===== src/hw/rtl/emld_pkg.sv =====
// emld_pkg: shared widths, register indexes and helpers for the epipolar distance block
// no dependencies; used by emld_mul and epipolar_max_line_distance
package emld_pkg;

  // field and chunk widths
  localparam int CHUNK_W = 32;
  localparam int COEF_W  = 21;
  localparam int PT_W    = 32;
  localparam int ERR_W   = 32;
  localparam int ROW_W   = 3 * COEF_W;
  localparam int IN_W    = 4 * PT_W;
  localparam int CFG_A_W = 2;

  // internal arithmetic widths
  localparam int PA_W = COEF_W + PT_W;    // coefficient times point
  localparam int L_W  = 55;               // line coefficient, Q.34
  localparam int PD_W = L_W + PT_W;       // line coefficient times point
  localparam int PN_W = 2 * L_W;          // line coefficient squared
  localparam int D_W  = 88;               // point to line value, Q.50
  localparam int N_W  = PN_W + 1;         // squared normal length, Q.68
  localparam int D2_W = 2 * D_W;          // squared point to line value, Q.100
  localparam int M_W  = N_W + 16;         // divisor

  // configuration register indexes
  localparam logic [CFG_A_W-1:0] REG_ROW0 = 2'd0;
  localparam logic [CFG_A_W-1:0] REG_ROW1 = 2'd1;
  localparam logic [CFG_A_W-1:0] REG_ROW2 = 2'd2;

  // flags of one side travelling alongside the divider
  typedef struct packed {
    logic deg;
    logic sat;
  } side_flags_t;

  // partial products needed for a wa by wb magnitude product
  function automatic int mul_stages(input int wa, input int wb);
    return ((wa + CHUNK_W - 1) / CHUNK_W) * ((wb + CHUNK_W - 1) / CHUNK_W);
  endfunction

  // signed coefficient k of a packed matrix row
  function automatic logic signed [COEF_W-1:0] coef(input logic [ROW_W-1:0] row,
                                                    input int k);
    return $signed(row[COEF_W*k +: COEF_W]);
  endfunction

endpackage


===== src/hw/rtl/emld_mul.sv =====
// emld_mul: pipelined signed multiplier, one 32x32 partial product per stage
// depends on emld_pkg; registers the input magnitudes, every stage and the signed product
module emld_mul #(
  parameter int WA     = 32,
  parameter int WB     = 32,
  parameter int STAGES = 1
) (
  input  logic                    clk,
  input  logic                    en,
  input  logic signed [WA-1:0]    a,
  input  logic signed [WB-1:0]    b,
  output logic signed [WA+WB-1:0] p
);

  localparam int CW = emld_pkg::CHUNK_W;
  localparam int NA = (WA + CW - 1) / CW;
  localparam int NB = (WB + CW - 1) / CW;
  localparam int PW = WA + WB;
  localparam int AW = NA * CW;
  localparam int BW = NB * CW;

  logic [WA-1:0]        abs_a;
  logic [WB-1:0]        abs_b;
  logic [AW-1:0]        ma_r  [0:STAGES-1];
  logic [BW-1:0]        mb_r  [0:STAGES-1];
  logic                 sg_r  [0:STAGES];
  logic [PW-1:0]        acc_r [0:STAGES];
  logic signed [PW-1:0] p_r;

  // sign and magnitude split
  assign abs_a = a[WA-1] ? (~a + 1'b1) : a;
  assign abs_b = b[WB-1] ? (~b + 1'b1) : b;

  always_ff @(posedge clk) begin
    if (en) begin
      ma_r[0]  <= AW'(abs_a);
      mb_r[0]  <= BW'(abs_b);
      sg_r[0]  <= a[WA-1] ^ b[WB-1];
      acc_r[0] <= '0;
    end
  end

  // one partial product accumulated per stage
  for (genvar s = 1; s <= STAGES; s++) begin : g_stage
    localparam int K  = s - 1;
    localparam int I  = K % NA;
    localparam int J  = K / NA;
    localparam int SH = (I + J) * CW;
    logic [PW-1:0] acc_nxt;

    if (K < NA * NB) begin : g_pp
      logic [2*CW-1:0] pp;
      assign pp      = ma_r[s-1][I*CW +: CW] * mb_r[s-1][J*CW +: CW];
      assign acc_nxt = acc_r[s-1] + PW'({{PW{1'b0}}, pp} << SH);
    end else begin : g_pass
      assign acc_nxt = acc_r[s-1];
    end

    always_ff @(posedge clk) begin
      if (en) begin
        sg_r[s]  <= sg_r[s-1];
        acc_r[s] <= acc_nxt;
      end
    end

    if (s < STAGES) begin : g_fwd
      always_ff @(posedge clk) begin
        if (en) begin
          ma_r[s] <= ma_r[s-1];
          mb_r[s] <= mb_r[s-1];
        end
      end
    end
  end

  // restore the sign
  always_ff @(posedge clk) begin
    if (en) begin
      p_r <= $signed(sg_r[STAGES] ? (~acc_r[STAGES] + 1'b1) : acc_r[STAGES]);
    end
  end

  assign p = p_r;

endmodule


===== config.mk =====
export PLATFORM = sky130hd
export DESIGN_NAME = emld_mul
export DESIGN_NICKNAME = d
export VERILOG_FILES = /design/src/hw/rtl/emld_pkg.sv /design/src/hw/rtl/emld_mul.sv
export SDC_FILE = /design/constraint.sdc
export NUM_CORES = 2
export LEC_CHECK = 0
export BUFFER_PORTS_ARGS = -buffer_cell sky130_fd_sc_hd__buf_2
export CAP_MARGIN = 15
export CORE_MARGIN = 4
export CORE_UTILIZATION = 57
export DETAILED_ROUTE_END_ITERATION = 6
export PLACE_DENSITY_LB_ADDON = 0.05
export SYNTH_ARGS = -nofsm -noshare
export SYNTH_HDL_FRONTEND = slang
export SYNTH_SLANG_ARGS = --single-unit

===== constraint.sdc =====
create_clock -name clk -period 7.4 [get_ports clk]
set_clock_uncertainty 0.15 [all_clocks]
set_input_delay 0.37 -clock clk [delete_from_list [all_inputs] [get_ports clk]]
set_output_delay 0.37 -clock clk [all_outputs]
set_load 0.02 [all_outputs]

---- Yosys cells after proc, flatten, opt, wreduce, memory -nomap -nowiden ----
Memories as Yosys holds them, arrays and structs flattened.
Cells that the tools add are included.
Widths: inputs -> output; s select.
word-level totals
  bits in registers ....................... 64
  memory bits (writable) .................. 194
  bits of input ports ..................... 66
  memories ................................ 4
cells by class
  add/subtract/negate cells ............... 4
  multiply operators ...................... 1
  mux-type cells .......................... 5
  bitwise gates (word level) .............. 4
memories
  memory  words  width  read ports  clocked after memory_dff  wr ports  line            source
  acc_r   2      64     2           0                         2         emld_mul.sv:27  logic [PW-1:0] acc_r [0:STAGES];
  ma_r    1      32     1           0                         1         emld_mul.sv:24  logic [AW-1:0] ma_r [0:STAGES-1];
  mb_r    1      32     1           0                         1         emld_mul.sv:25  logic [BW-1:0] mb_r [0:STAGES-1];
  sg_r    2      1      2           0                         2         emld_mul.sv:26  logic sg_r [0:STAGES];
operator list
  cell                   number
  $add 32x1->32 const B  2
  $add 64x1->64 const B  1
  $add 64x64->64         1
  $mul 32x32->64         1
  $mux 32                2
  $mux 64                1
  $not 32->32            2
  $not 64->64            1
  $mux 1                 2
  $xor 1x1->1            1

---- Logic depth before layout (Yosys ltp) ----
  depth after elaboration ................. 3
  gate-level depth with buffers ........... 27
  depth with buffers taken out ............ 25

---- Least setup slack after synthesis ----
OpenSTA, ideal clock, no wires.
  path kind ............................... register to register
  start point ............................. memory mb_r[0][8] (netlist bit)
  end point ............................... memory acc_r[0][120] (netlist bit), data pin
  data arrival time ....................... 7.063 ns
  data required time ...................... 6.986 ns
  slack ................................... -0.078 ns
  stages on the path, launching flop included .. 26
  path buffers ............................ 2
  cells stage by stage .................... edfxtp_1 clkbuf_1 and2_1 fa_1 fa_1 inv_1 fa_1 fa_1 inv_1 fa_1 fa_1 fa_1 inv_1 fa_1 inv_1 ha_1 clkbuf_1 nand4_1 or4_1 nor4_1 o31ai_1 o2111ai_1 a31oi_1 o21ai_0 a21oi_1 xnor2_1
RTL lines
  element          line
  start, declared  emld_mul.sv:25
  end, declared    emld_mul.sv:27

==> metrics.txt <==
RSZ-0062 raised after global routing=yes; RD Place Congestion=0.9166; Critical Path Source Type=flip-flop; clk_lat worst skew=~500 ps; mux contribution to synthesized area=0.0002701; crit end category=flip-flop; Slew @ Worst Pin=~1100 ps; largest family of logic cells by synthesized area=adder cells; worst flop-to-flop path endpoint=acc_r[0][119]$_DFFE_PP_; DR vias=around 30,000; FP Rows=between 90 and 100; Area Growth Syn to Fin=16.47%; Pre-Repair DR Iteration Count=5; Syn Area/Cell=a little under 10 sq um; status=finished, violations left; Port-buffer cells=between 100 and 150; post-synthesis sequential area ratio=0.1397; DP Wirelength=92.19 mm; fmax=0.1312 GHz; HP Class=input pin to flip-flop; CTS tree=yes; Synth async-reset ratio=0; Post-Synth Simple-Gate Area=0.1635; Post-Syn Area=about 42,000 sq um; Initial Util=0.5793; Mapped Cells=4,247; vias in the first global route=between 30,000 and 40,000; fraction of layout cells with a size suffix above 1=0.1774; Die Y=about 280 um; Worst Path Max Fanout=8; Slowest cell on crit path=fa_2; Wirelength per Cell=approximately 20 um; largest net degree at the start of global routing=between 70 and 80; Longest Clk Path Bufs=2; hold worst-path end=ma_r[0][6]$_DFFE_PP_; reg-to-reg setup timing slack=-220 ps; clock sink count=just under 200; Final min period=~7600 ps; post-synthesis compound-gate area fraction=0.04867; CP required=~7500 ps; CTS H-tree depth=4; # Max-Cap Violations=0; clock root buffer master=clkbuf_16; most frequent CP cell=fa_1; final setup margin=-220.6 ps; total gr overflow=0; adder-cell share of the synthesized area=0.5100; die span in x=approximately 280 um; Detailed Route WL=111.1 mm; drt via density=5.408; Primary FF master, synth=edfxtp_1; Ys Warns=0; final setup violation count=17; post-synthesis net count=about 5,500; FF-to-FF Start=ma_r[0][18]$_DFFE_PP_; worst hold stages=2; first-pass GRT wire length=about 180 mm; max-slew violation count=0; CTS buffer count=17; die area=about 78,000 sq um; leading area contributor after synthesis=fa_1; XOR/XNOR share of the synthesized area=0.03823; final net count=approximately 5,800; DRC violations left=0; violated checks=setup timing; total negative slack=-2104 ps; synth unique cells=55; Core Area=slightly above 70,000 sq um; Crit Path Class=flip-flop to flip-flop; Starting DRT DRC Count=1,553; post-synthesis register bit count=a little under 200; initial antenna violation count=2; post-route ant nets=0; hold_sp=a[6]; area share of the largest cell type after synthesis=0.4302; R2R depth=28; Worst EP arrival=about 7700 ps; io pins=between 100 and 150; Final Hold Fails=0; Post-synth EDFFs=slightly below 200; dominant cells by area after synthesis=fa_1 43%, edfxtp_1 14%, and2_1 9.5%; GR Util All Layers=0.2937; Rel. slew slack=0.2615; CP max stage delay=roughly 600 ps; Clock Pin Slew Worst Setup and Hold Paths=approximately 90 ps; final period utilization=1.030
[metal layers]
layer,wire (um),global-route usage
met4,5689,0.1363
met1,44170,0.3761
met2,56410,0.5010
met5,19,0
met3,4799,0.03792
[stage by stage]
stage | setup slack (ps) | utilization | cell area [sq um] | std cells | hold WS, ps
global placement | -517.4 | 0.6380 | 45920 | 5452 | 352.7
detailed placement | -561.7 | 0.6380 | 45920 | 5452 | 339.4
floorplan | 53.36 | - | 41700 | 4247 | 250.3
CTS | -171.4 | 0.6605 | 47540 | 5515 | 7.153
finish | -220.6 | 0.6747 | 48560 | 5561 | 36.45
global route | -387.9 | 0.6747 | 48560 | 5560 | 29.48
[cells in the mapped netlist, types with 13 or more instances]
| library cell | instances |
|---|---|
| fa_1 | 896 |
| inv_1 | 874 |
| and2_1 | 630 |
| nand2_1 | 483 |
| ha_1 | 266 |
| clkbuf_1 | 231 |
| edfxtp_1 | 194 |
| xnor2_1 | 153 |
| o21ai_0 | 81 |
| a21oi_1 | 75 |
| o31ai_1 | 40 |
| nor2_1 | 34 |
| a21o_1 | 33 |
| xor2_1 | 29 |
| o41ai_1 | 21 |
| or4_1 | 19 |
| nand4_1 | 18 |
| o21bai_1 | 15 |
| nand3_1 | 14 |
| nor3_1 | 14 |
| a31oi_1 | 13 |
[kinds of logic after synthesis]
logic type | count (synthesis)
buf+inv | 1106
mux | 1
simple gates | 1286
xor+xnor | 182
compound gates | 316
fa+ha+maj | 1162
flops | 194
[critical path, delay by kind of cell, from the launching register on]
family          cells  cell delay (ps)
fa+ha+maj           9             4350
compound gates      5              740
simple gates        5              590
buf+inv             9             1060
flops               1              420
[placed cells by master (no fill, tap or decap), types with 40 or more instances in the layout]
cell	n
inv_1	846
ha_1	247
buf_2	128
fa_1	851
a21oi_1	50
and2_1	610
buf_4	333
buf_12	51
fa_2	45
nand2_1	475
buf_6	40
xnor2_1	149
o21ai_0	56
edfxtp_1	194
[final cells by class]
class                           count  area (sq um)
Tap cell                          950          1189
Antenna cell                        1         2.502
Fill cell                        5777         23410
Clock buffer                       17         425.4
Timing Repair Buffer              563          4796
Clock inverter                     15         200.2
Multi-Input combinational cell   2947         32840
Sequential cell                   194          5826
Inverter                          874          3283
[sequential cells by signal, indices dropped and copies added, names as in the netlist]
| register | cells |
|---|---|
| acc_r | 64 |
| ma_r | 32 |
| mb_r | 32 |
| p | 64 |
| sg_r | 2 |
[repair_timing]
action	in CTS	in global routing
gates resized for setup	151	176
hold buffers	4	0
gates cloned	1	4
pin swaps	51	94
buffers inserted	26	44
endpoints found under the setup margin	30	29
hold endpoints to repair	5	0
[worst max-delay path by stage]
stage	endpoint	start	cells after the start
5_1_grt	acc_r[0][119]$_DFFE_PP_	ma_r[0][18]$_DFFE_PP_	28
3_3_place_gp	acc_r[0][124]$_DFFE_PP_	ma_r[0][15]$_DFFE_PP_	25
6_report	acc_r[0][119]$_DFFE_PP_	ma_r[0][18]$_DFFE_PP_	28
4_1_cts	acc_r[0][124]$_DFFE_PP_	ma_r[0][10]$_DFFE_PP_	24
2_1_floorplan	acc_r[0][124]$_DFFE_PP_	mb_r[0][8]$_DFFE_PP_	25
3_5_place_dp	acc_r[0][122]$_DFFE_PP_	mb_r[0][5]$_DFFE_PP_	22
Power is not shown: default switching activity piles up to over one toggle a cycle in this logic, so the estimate is an artifact.
